[src/rtl/sct_pkg.sv]
// ----------------------------------------------------------------------------
// sct_pkg
// Types and constants shared by the sorted record table engine.
// ----------------------------------------------------------------------------
package sct_pkg;

    localparam int DEPTH_DEFAULT = 64;
    localparam int QUEUE_DEPTH   = 2;

    typedef enum logic [1:0] {
        CMD_INSERT = 2'd0,
        CMD_SEARCH = 2'd1,
        CMD_DELETE = 2'd2,
        CMD_CIRCLE = 2'd3
    } cmd_t;

    typedef enum logic [1:0] {
        ST_DONE  = 2'd0,
        ST_FULL  = 2'd1,
        ST_NONE  = 2'd2,
        ST_FOUND = 2'd3
    } status_t;

    typedef struct packed {
        logic [1:0]         command;
        logic [15:0]        key_head;
        logic [63:0]        key_tail;
        logic signed [15:0] coord_x;
        logic signed [15:0] coord_y;
        logic [14:0]        radius;
    } in_item_t;

    typedef struct packed {
        logic [1:0]         status;
        logic [15:0]        found_head;
        logic [63:0]        found_tail;
        logic signed [15:0] found_x;
        logic signed [15:0] found_y;
        logic               last;
    } out_item_t;

    typedef struct packed {
        logic [15:0]        head;
        logic [63:0]        tail;
        logic signed [15:0] x;
        logic signed [15:0] y;
    } rec_t;

    typedef enum logic [3:0] {
        S_IDLE,
        S_BS_REQ,
        S_BS_CMP,
        S_CHK_REQ,
        S_CHK_CMP,
        S_INS_RD,
        S_INS_WR,
        S_DEL_RD,
        S_DEL_WR,
        S_CIR_RD,
        S_CIR_SQ,
        S_CIR_CMP,
        S_EMIT
    } state_t;

endpackage

[src/rtl/sct_front.sv]
// ----------------------------------------------------------------------------
// sct_front
// Accepts command items and holds them in a short queue for the back end.
// ----------------------------------------------------------------------------
module sct_front (
    input  logic              clk,
    input  logic              rst_n,
    input  logic              start,
    input  sct_pkg::in_item_t cmd_in,
    output logic              busy,
    output logic              q_valid,
    output sct_pkg::in_item_t q_item,
    input  logic              q_pop
);
    import sct_pkg::*;

    in_item_t   slot_reg [QUEUE_DEPTH];
    logic [$clog2(QUEUE_DEPTH+1)-1:0] cnt_reg, cnt_next;
    logic       rd_reg, wr_reg;
    logic       push;

    assign busy    = (cnt_reg == QUEUE_DEPTH[$clog2(QUEUE_DEPTH+1)-1:0]);
    assign push    = start && !busy;
    assign q_valid = (cnt_reg != '0);
    assign q_item  = slot_reg[rd_reg];

    always_comb
    begin
        cnt_next = cnt_reg;
        if (push && !(q_pop && q_valid))
            cnt_next = cnt_reg + 1'b1;
        else if (!push && q_pop && q_valid)
            cnt_next = cnt_reg - 1'b1;
    end

    always_ff @(posedge clk or negedge rst_n)
    begin
        if (!rst_n)
        begin
            cnt_reg <= '0;
            rd_reg  <= 1'b0;
            wr_reg  <= 1'b0;
        end
        else
        begin
            cnt_reg <= cnt_next;
            if (push)
                wr_reg <= ~wr_reg;
            if (q_pop && q_valid)
                rd_reg <= ~rd_reg;
        end
    end

    always_ff @(posedge clk)
    begin
        if (push)
            slot_reg[wr_reg] <= cmd_in;
    end

endmodule

[config.mk]
export PLATFORM = sky130hd
export DESIGN_NAME = sct_front
export DESIGN_NICKNAME = d
export VERILOG_FILES = /design/src/rtl/sct_pkg.sv /design/src/rtl/sct_front.sv
export SDC_FILE = /design/constraint.sdc
export NUM_CORES = 1
export LEC_CHECK = 0
export ABC_AREA = 1
export ABC_CLOCK_PERIOD_IN_PS = 9100
export BUFFER_PORTS_ARGS = -buffer_cell sky130_fd_sc_hd__buf_2
export CAP_MARGIN = 10
export CORE_UTILIZATION = 49
export CTS_BUF_LIST = sky130_fd_sc_hd__clkbuf_4
export DETAILED_ROUTE_END_ITERATION = 10
export MAX_ROUTING_LAYER = met4
export PLACE_DENSITY = 0.78
export RECOVER_POWER = 50
export REMOVE_ABC_BUFFERS = 1
export SLEW_MARGIN = 20
export SYNTH_ARGS = -nofsm -noshare
export SYNTH_HDL_FRONTEND = slang
export SYNTH_SLANG_ARGS = --single-unit
[constraint.sdc]
create_clock -name clk -period 9.1 [get_ports clk]
set_input_delay 1.82 -clock clk [delete_from_list [all_inputs] [get_ports clk]]
set_output_delay 1.82 -clock clk [all_outputs]
set_load 0.005 [all_outputs]
==> impl_metrics.toml, run 1 <==
[setup_path]
crit_buf_inv = 3
rrSetupSlack_ns = 4.42
critPathArrivalTime_ns = 5.71
critical_path_depth = 5
crit_end = "slot_reg[1][36]"
path_max_fanout = 73
slowest_delay_ns = 2.25
critPathCaptureType = "register"
crit_start = "start"
worstReg2RegEnd = "slot_reg[1][36]"
crit_slowest_cell = "clkbuf_1"
cp_top_family = "buffers and inverters"
timing.rr.start = "cnt_reg[0]"
cpMostUsedCell = "clkbuf_1"
cp_cell_sequence = "clkbuf_1 > nand2_1 > nor2_4 > clkbuf_1 > buf_4"
r2r_cells = 6
worstPathRequired_ns = 9.32
cp-start-kind = "input pin"
path_class = "in2reg"

[placed_design]
gp_congestion = 0.750
dpl_cell_area_um2 = 11100
io_buffers = 263
dpl.hpwl_um = 12200

[grt]
overflow = 0
antenna_found_initial = 2
grt_use_total_pct = 19.9
grt_start_max_net_pins = 81
grt_pass1_wl_um = 29500
grt_pass1_vias = 6282

[yosys]
ys_seq_elements = 262
syn_avg_cell_area_um2 = 13.6
yosys_warnings = 0
yosysSeqAreaShare_pct = 81.5
netlist_area_um2 = 9630
synth_cells = 706
synth_cell_types = 13

[routing]
drcViolationCount = 0
routed_wl_um = 19600
ant_nets = 0
num_vias = 6230
drt_iter0_markers = 346
drtPass1Iterations = 4
routedWlPerCell_um = 14.8
viasPerCell = 4.71

[job]
maxCapViolations = 2

[power]
p_leak_nw = 5.16
powerDensity_nw_per_um2 = 310
p_total_mw = 3.70
peakVddDrop_mv = 0.182

[sta]
period_needed_ns = 5.49
fin_worst_skew_ns = 0.0446
setup_tns_ns = 0
rsz0062_at_grt = "no"
clock.fmax_ghz = 0.182
slew_violations = 109
slew-limit-headroom_pct = -114
setup_violations = 0
finalHoldViolCount = 0
post-route-period-util_pct = 60.3
tightest_slew_ns = 3.21

[outcome]
violations = "max-capacitance violations, max-slew violations"
status = "complete, but fails checks"

[clock_tree]
cts_tree = "built"
cts_buffers = 67
post_cts_buffers = 0
cts_max_level = 3
post_cts_resized = 0
cts.sinks = 262
cts_max_path_buffers = 3
root_buffer = "clkbuf_4"
cts.clk_slew.worst_paths_ns = 0.06
cts_hold_buf = 0
clk-insertion-delay-late_ns = 0.64

[floorplanning]
ios = 264
die_area_um2 = 20200
die-width_um = 142
core_um2 = 19000
start_util_pct = 50.8
die_y_um = 142
rows = 50

[final_layout]
layout.cells.most_common = "nand2_1"
final_nets = 1148
fillCellCount = 1505
final_cell_mix = "392 x nand2_1, 258 x edfxtp_1, 221 x buf_2"
area_delta_synth_final_pct = 24.0
final_area_um2 = 11900
final_layout_size_suffix_gt1_share_pct = 31.2
largest_register_ffs = 258

[hold_path]
hold_path_class = "reg2reg"
power by group:
group          internal [mW]  total (mW)  switching (mW)
clock network          0.573        1.00           0.431
logic                  0.336       0.960           0.624
registers               1.64        1.74           0.101
logic make-up after synthesis:
logic type,after synthesis,synth area share (%)
AOI/OAI and AO/OA,5,0.260
buffers and inverters,36,2.51
DFF,262,81.5
and+or+nand+nor,403,15.7
metrics by stage:
stage	hold WS, ns	setup WS (ns)	util (%)	cells
2_1_floorplan	0.485	1.20	-	677
3_3_place_gp	0.540	4.79	58.7	1206
3_5_place_dp	0.559	4.75	58.7	1206
4_1_cts	0.569	4.03	63.3	1321
5_1_grt	0.616	3.25	63.0	1323
6_report	0.567	3.61	63.0	1323
layer usage:
| metal | share of wire [%] | up-vias | GRT usage [%] |
|---|---|---|---|
| met4 | 3.1 | 0 | 10.2 |
| met5 | 0 | - | - |
| met1 | 38 | 2909 | 20.5 |
| li1 | - | 3042 | - |
| met3 | 7.7 | 43 | 6.63 |
| met2 | 51 | 236 | 33.8 |
how the worst min path moves through the flow:
stage	start	end	slack, ns	depth (start not counted)
6_report	cnt_reg[1]	cnt_reg[1]	0.57	1
5_1_grt	cnt_reg[1]	cnt_reg[1]	0.62	1
4_1_cts	cnt_reg[1]	cnt_reg[1]	0.57	1
3_5_place_dp	cnt_reg[1]	cnt_reg[1]	0.56	1
3_3_place_gp	cnt_reg[1]	cnt_reg[1]	0.54	1
2_1_floorplan	wr_reg	wr_reg	0.48	2
layout make-up:
cell class                 instances  area, µm²  area share (%)
antenna                            2       5.00          0.0419
clock buffer                      97        728            6.10
clock inverter                    18        146            1.23
inverter                           7       28.8           0.241
multi-input combinational        408       1560            13.0
sequential                       262       7850            65.7
tap                              260        325            2.72
timing repair buffer             269       1300            10.9
synth_stat cells:
cell type    n  area share [%]
a21oi_1      2            0.10
buf_2       16            0.83
buf_4        1           0.078
buf_6       11             1.3
clkbuf_1     1           0.039
dfrtp_1      4             1.0
edfxtp_1   258              80
inv_1        6            0.23
inv_2        1           0.039
nand2_1    392              15
nand3_1      3            0.16
nor2_1       8            0.31
o21ai_0      3            0.16
Power figures use the tool's default switching activity.
==> run 2: changes to the inputs <==
--- a/config.mk
+++ b/config.mk
@@ -5,15 +5,15 @@
 export SDC_FILE = /design/constraint.sdc
 export NUM_CORES = 1
 export LEC_CHECK = 0
-export ABC_AREA = 1
-export ABC_CLOCK_PERIOD_IN_PS = 9100
+export ABC_AREA = 0
+export ABC_CLOCK_PERIOD_IN_PS = 5300
 export BUFFER_PORTS_ARGS = -buffer_cell sky130_fd_sc_hd__buf_2
 export CAP_MARGIN = 10
 export CORE_UTILIZATION = 49
 export CTS_BUF_LIST = sky130_fd_sc_hd__clkbuf_4
 export DETAILED_ROUTE_END_ITERATION = 10
 export MAX_ROUTING_LAYER = met4
-export PLACE_DENSITY = 0.78
+export PLACE_DENSITY = 0.79
 export RECOVER_POWER = 50
 export REMOVE_ABC_BUFFERS = 1
 export SLEW_MARGIN = 20
==> constraint.sdc (replaced) <==
create_clock -name clk -period 5.3 [get_ports clk]
set_input_delay 1.06 -clock clk [delete_from_list [all_inputs] [get_ports clk]]
set_output_delay 1.06 -clock clk [all_outputs]
set_load 0.005 [all_outputs]
==> run 2 against run 1 <==
The flow still finishes with violations (max-capacitance violations, max-slew violations). Critical path type unchanged. Utilization fell by 0.35 points. Global-route usage fell by 1.5 points. Sequential cell count did not move. Via count fell by 18%. Count of clock-buffer cells in the layout fell by 6. Sequential share of layout area rose by 0.59 points. Non-clock buffer count fell by 2. Wire length fell by 8.1%.
==> impl_metrics.toml, run 2 <==
[hold_path]
hold_path_class = "in2async"

[outcome]
violations = "max-capacitance violations, max-slew violations"
status = "complete, but fails checks"

[yosys]
synth-edff-count = 258
yosysSeqAreaShare_pct = 82.3
synth_most_common_cell = "edfxtp_1"
async_flop_share_pct = 1.53
synthTopCellsByArea = "edfxtp_1 81%, mux2_2 15%, buf_6 1.2%"
netlist_area_um2 = 9540
yosys_warnings = 0
synth_ff_type = "edfxtp_1"
synth_common_cells = "258 x edfxtp_1, 129 x mux2_2, 10 x buf_6"
synth_cell_types = 18
syn_avg_cell_area_um2 = 22.5
synth_cells = 423
yosys.area.top_type = "edfxtp_1"
synth_top_cell_area_share_pct = 81.2
ys_seq_elements = 262

[sta]
finalHoldViolCount = 0
rsz0062_at_grt = "no"
hold_ws_ns = 0.282
fin_worst_skew_ns = 0.0326
clock.fmax_ghz = 0.265
slew_violations = 65
post-route-period-util_pct = 71.3
period_needed_ns = 3.78
slew-limit-headroom_pct = -105
tightest_slew_ns = 3.07
setup_violations = 0

[final_layout]
largest_register_ffs = 258
fin_cells = 1046
layout.cells.most_common = "edfxtp_1"
final_cell_mix = "258 x edfxtp_1, 197 x buf_2, 129 x mux2_2"
area_delta_synth_final_pct = 24.1
final_nets = 878
final_layout_size_suffix_gt1_share_pct = 54.6

[floorplanning]
die_area_um2 = 20000
die_y_um = 142
ios = 264
die-width_um = 142
rows = 50
start_util_pct = 50.5
core_um2 = 18900

[clock_tree]
cts.clk_slew.worst_paths_ns = 0.07
root_buffer = "clkbuf_4"
post_cts_buffers = 0
cts.sinks = 262
cts_tree = "built"
cts_buffers = 67
cts_hold_buf = 0
cts_max_level = 3
cts_max_path_buffers = 3
post_cts_resized = 0
clk-insertion-delay-late_ns = 0.61

[routing]
drt_iter0_markers = 180
num_vias = 5115
routed_wl_um = 18000
ant_nets = 0
drcViolationCount = 0
drtPass1Iterations = 4
viasPerCell = 4.89
routedWlPerCell_um = 17.2

[setup_path]
crit_start = "start"
cp-start-kind = "input pin"
crit_buf_inv = 2
r2r_cells = 3
path_class = "in2reg"
rrSetupSlack_ns = 1.61
critPathArrivalTime_ns = 4.02
worstReg2RegEnd = "slot_reg[1][34]"
cp_top_family = "simple AND/OR/NAND/NOR gates"
crit_slowest_cell = "and3_1"
cp_cell_sequence = "clkbuf_1 > and3_1 > buf_12"
critPathCaptureType = "register"
worstPathRequired_ns = 5.54
path_max_fanout = 65
timing.rr.start = "cnt_reg[0]"
slowest_delay_ns = 2.29

[power]
p_total_mw = 6.06
powerDensity_nw_per_um2 = 512
peakVddDrop_mv = 0.277
p_leak_nw = 4.37

[job]
maxCapViolations = 1

[placed_design]
gp_congestion = 0.742
dpl.cell_count = 936
dpl.hpwl_um = 11700
io_buffers = 263

[grt]
grt_use_total_pct = 18.4
grt_pass1_wl_um = 27000
grt_start_max_net_pins = 73
grt_pass1_vias = 5568
overflow = 0
antenna_found_initial = 1
==> run 2: cell types whose count changed in the layout (fill, tap and decap cells not counted), moves of 4 or more <==
cell / change
nand2_1: -390
mux2_2: +129
buf_2: -24
clkbuf_1: +24
clkbuf_4: -6
nor2_1: -6
inv_1: -4
==> run 2: cell type report <==
class / count / area (µm²)
Antenna cell: 1 / 2.50
Sequential cell: 262 / 7850
Multi-Input combinational cell: 145 / 1550
Tap cell: 260 / 325
Inverter: 2 / 7.51
Clock buffer: 91 / 683
Timing Repair Buffer: 267 / 1290
Clock inverter: 18 / 124
Fill cell: 1418 / 7060
==> run 2: cells by family (layout without fill, tap and decap cells) <==
group,after synthesis,after routing,synth area share [%]
flops,262,262,82.3
mux,129,129,15.2
buf+inv,16,378,1.50
simple gates,8,8,0.459
compound gates,6,6,0.341
xor+xnor,2,2,0.184
other cells,0,1,0
==> run 2: where the power goes <==
| group | total, mW | internal (mW) | switching (mW) | leakage (nW) |
|---|---|---|---|---|
| clock network | 1.61 | 0.887 | 0.724 | 0.476 |
| logic | 1.49 | 0.782 | 0.708 | 1.44 |
| registers | 2.96 | 2.77 | 0.188 | 2.46 |
==> run 2: layer usage <==
layer  GRT usage, %  part of all wire [%]  vias to the layer above
met3           7.29                   9.5                       31
li1               -                     -                     2372
met2           31.0                    51                      241
met4           7.53                   1.9                        0
met1           19.2                    38                     2471
met5              -                     0                        -
==> run 2: worst max-delay path by stage <==
stage,endpoint,slack [ns],cells past startpoint
3_3_place_gp,q_item[125],2.30,3
5_1_grt,slot_reg[1][107],1.29,3
2_1_floorplan,slot_reg[0][0],-1.81,2
3_5_place_dp,q_item[125],2.26,3
4_1_cts,q_item[125],1.56,3
6_report,slot_reg[1][34],1.52,3
==> run 2: per-stage QoR <==
step | area [µm²] | util (%) | setup slack [ns] | TNS (ns)
finish | 11800 | 62.6 | 1.52 | 0
global route | 11800 | 62.6 | 1.29 | 0
CTS | 11900 | 63.1 | 1.56 | 0
detailed placement | 11100 | 58.8 | 2.26 | 0
global placement | 11100 | 58.8 | 2.30 | 0
floorplan | 9400 | - | -1.81 | -233.66
==> run 3: changes to the inputs <==
--- a/config.mk
+++ b/config.mk
@@ -6,7 +6,7 @@
 export NUM_CORES = 1
 export LEC_CHECK = 0
 export ABC_AREA = 0
-export ABC_CLOCK_PERIOD_IN_PS = 5300
+export ABC_CLOCK_PERIOD_IN_PS = 3500
 export BUFFER_PORTS_ARGS = -buffer_cell sky130_fd_sc_hd__buf_2
 export CAP_MARGIN = 10
 export CORE_UTILIZATION = 49
==> constraint.sdc (replaced) <==
create_clock -name clk -period 3.5 [get_ports clk]
set_input_delay 0.7 -clock clk [delete_from_list [all_inputs] [get_ports clk]]
set_output_delay 0.7 -clock clk [all_outputs]
set_load 0.005 [all_outputs]
==> run 3 against run 2 <==
The flow still finishes with violations (max-capacitance violations, max-slew violations). Combinational power up 61%. Utilization down 0.28 points. Clock power up 42%.
==> impl_metrics.toml, run 3 (synthesized netlist as in run 2, its figures left out) <==
[job]
maxCapViolations = 1

[final_layout]
final_layout_size_suffix_gt1_share_pct = 54.3
antenna_cells = 0
area_delta_synth_final_pct = 23.6
final_area_um2 = 11800
fin_cells = 1043
fillCellCount = 1424
multi_input_area_um2 = 1550
layout.cells.most_common = "edfxtp_1"
final_nets = 879
register_area_um2 = 7850
final_cell_mix = "258 x edfxtp_1, 194 x buf_2, 129 x mux2_2"
largest_register_ffs = 258

[clock_tree]
cts.clk_slew.worst_paths_ns = 0.06
cts_hold_buf = 1
cts.sinks = 262
cts_tree = "built"
post_cts_buffers = 0
post_cts_resized = 0
cts_buffers = 66
root_buffer = "clkbuf_4"
cts_max_path_buffers = 3
clk-insertion-delay-late_ns = 0.60
cts_max_level = 3

[setup_path]
cp_cell_sequence = "buf_12 > mux2_2 > buf_2"
worstReg2RegEnd = "slot_reg[1][96]"
path_max_fanout = 130
critPathCaptureType = "output pin"
cp_top_family = "buffers and inverters"
crit_slowest_cell = "buf_12"
r2r_cells = 3
worstPathRequired_ns = 2.80
cp-start-kind = "register"
timing.rr.start = "cnt_reg[0]"
path_class = "reg2out"
rrSetupSlack_ns = 0.83
crit_buf_inv = 2
slowest_delay_ns = 0.52
critPathArrivalTime_ns = 2.23
critical_path_depth = 3

[sta]
finalHoldViolCount = 0
slew_violations = 61
post-route-period-util_pct = 83.6
setup_violations = 0
slew-limit-headroom_pct = -5.86
tightest_slew_ns = 1.59
period_needed_ns = 2.93
setup_tns_ns = 0
clock.fmax_ghz = 0.342
fin_worst_skew_ns = 0.0345
fin_ws_ns = 0.573
rsz0062_at_grt = "no"

[hold_path]
min_from = "cmd_in[119]"
hold_path_class = "in2reg"
hold-path-endpoint = "slot_reg[1][119]"
whs_path_depth = 1

[placed_design]
io_buffers = 263
dpl.hpwl_um = 11200
dpl_cell_area_um2 = 11100
place_ws_ns = 1.24
dpl.cell_count = 937
gp_congestion = 0.706

[grt]
gr-usage-met3_pct = 6.14
overflow = 0
antenna_found_initial = 0
use_met1_pct = 20.2
top_usage_layer = "met2"
grt_use_total_pct = 18.5
grt_pass1_wl_um = 27200
grt_pass1_vias = 5585
grt_start_max_net_pins = 131
met2_usage_pct = 30.9

[floorplanning]
ios = 264
die-width_um = 142
start_util_pct = 50.5
rows = 50
die_area_um2 = 20000
core_um2 = 18900
die_y_um = 142

[routing]
drtPass1Iterations = 4
routed_wl_um = 17800
drt_iter0_markers = 221
num_vias = 5104
drcViolationCount = 0
ant_nets = 0
viasPerCell = 4.89
routedWlPerCell_um = 17.1

[power]
peakVddDrop_mv = 0.508
powerDensity_nw_per_um2 = 764
p_total_mw = 9.01
p_leak_nw = 4.35

[outcome]
violations = "max-capacitance violations, max-slew violations"
status = "complete, but fails checks"
run 3: changes by cell type in the layout (fill, tap and decap cells not counted), moves of 2 or more:
cell,before,now
bufinv_16,2,0
buf_1,0,2
buf_2,197,194
clkinv_1,13,10
run 3: worst max-delay path by stage:
| stage | start | endpoint |
|---|---|---|
| finish | rd_reg | q_item[54] |
| global placement | rd_reg | q_item[105] |
| floorplan | start | slot_reg[0][0] |
| global route | rd_reg | q_item[41] |
| detailed placement | rd_reg | q_item[41] |
| CTS | rd_reg | q_item[41] |
run 3: per-layer routing:
metal / up-vias / share of wire, %
met5: - / 0
met4: 0 / 2.4
met3: 41 / 8.2
met2: 231 / 51
met1: 2469 / 38
li1: 2363 / -
run 3: cell type report:
type | instances | share of cell area [%]
clock buffer | 92 | 5.86
inverter | 2 | 0.0637
timing repair buffer | 269 | 11.1
multi-input combinational | 145 | 13.1
clock inverter | 13 | 0.414
tap | 260 | 2.76
sequential | 262 | 66.6
run 3: worst reg2reg max path: cells and delay by family, from the launching register on:
family | cells | cell delay (ns)
buffers and inverters | 1 | 0.49
DFF | 1 | 0.41
and+or+nand+nor | 2 | 1.35
run 3: where the power goes:
part	leakage (nW)	switching, mW	internal (mW)
combinational	1.44	1.21	1.19
sequential	2.46	0.137	4.18
clock	0.452	1.08	1.20
run 3: through the flow:
stage / hold WS [ns] / util (%)
6_report: 0.288 / 62.4
5_1_grt: 0.217 / 62.4
4_1_cts: 0.216 / 63.0
3_5_place_dp: 0.514 / 59.0
3_3_place_gp: 0.506 / 59.0
2_1_floorplan: 0.404 / -
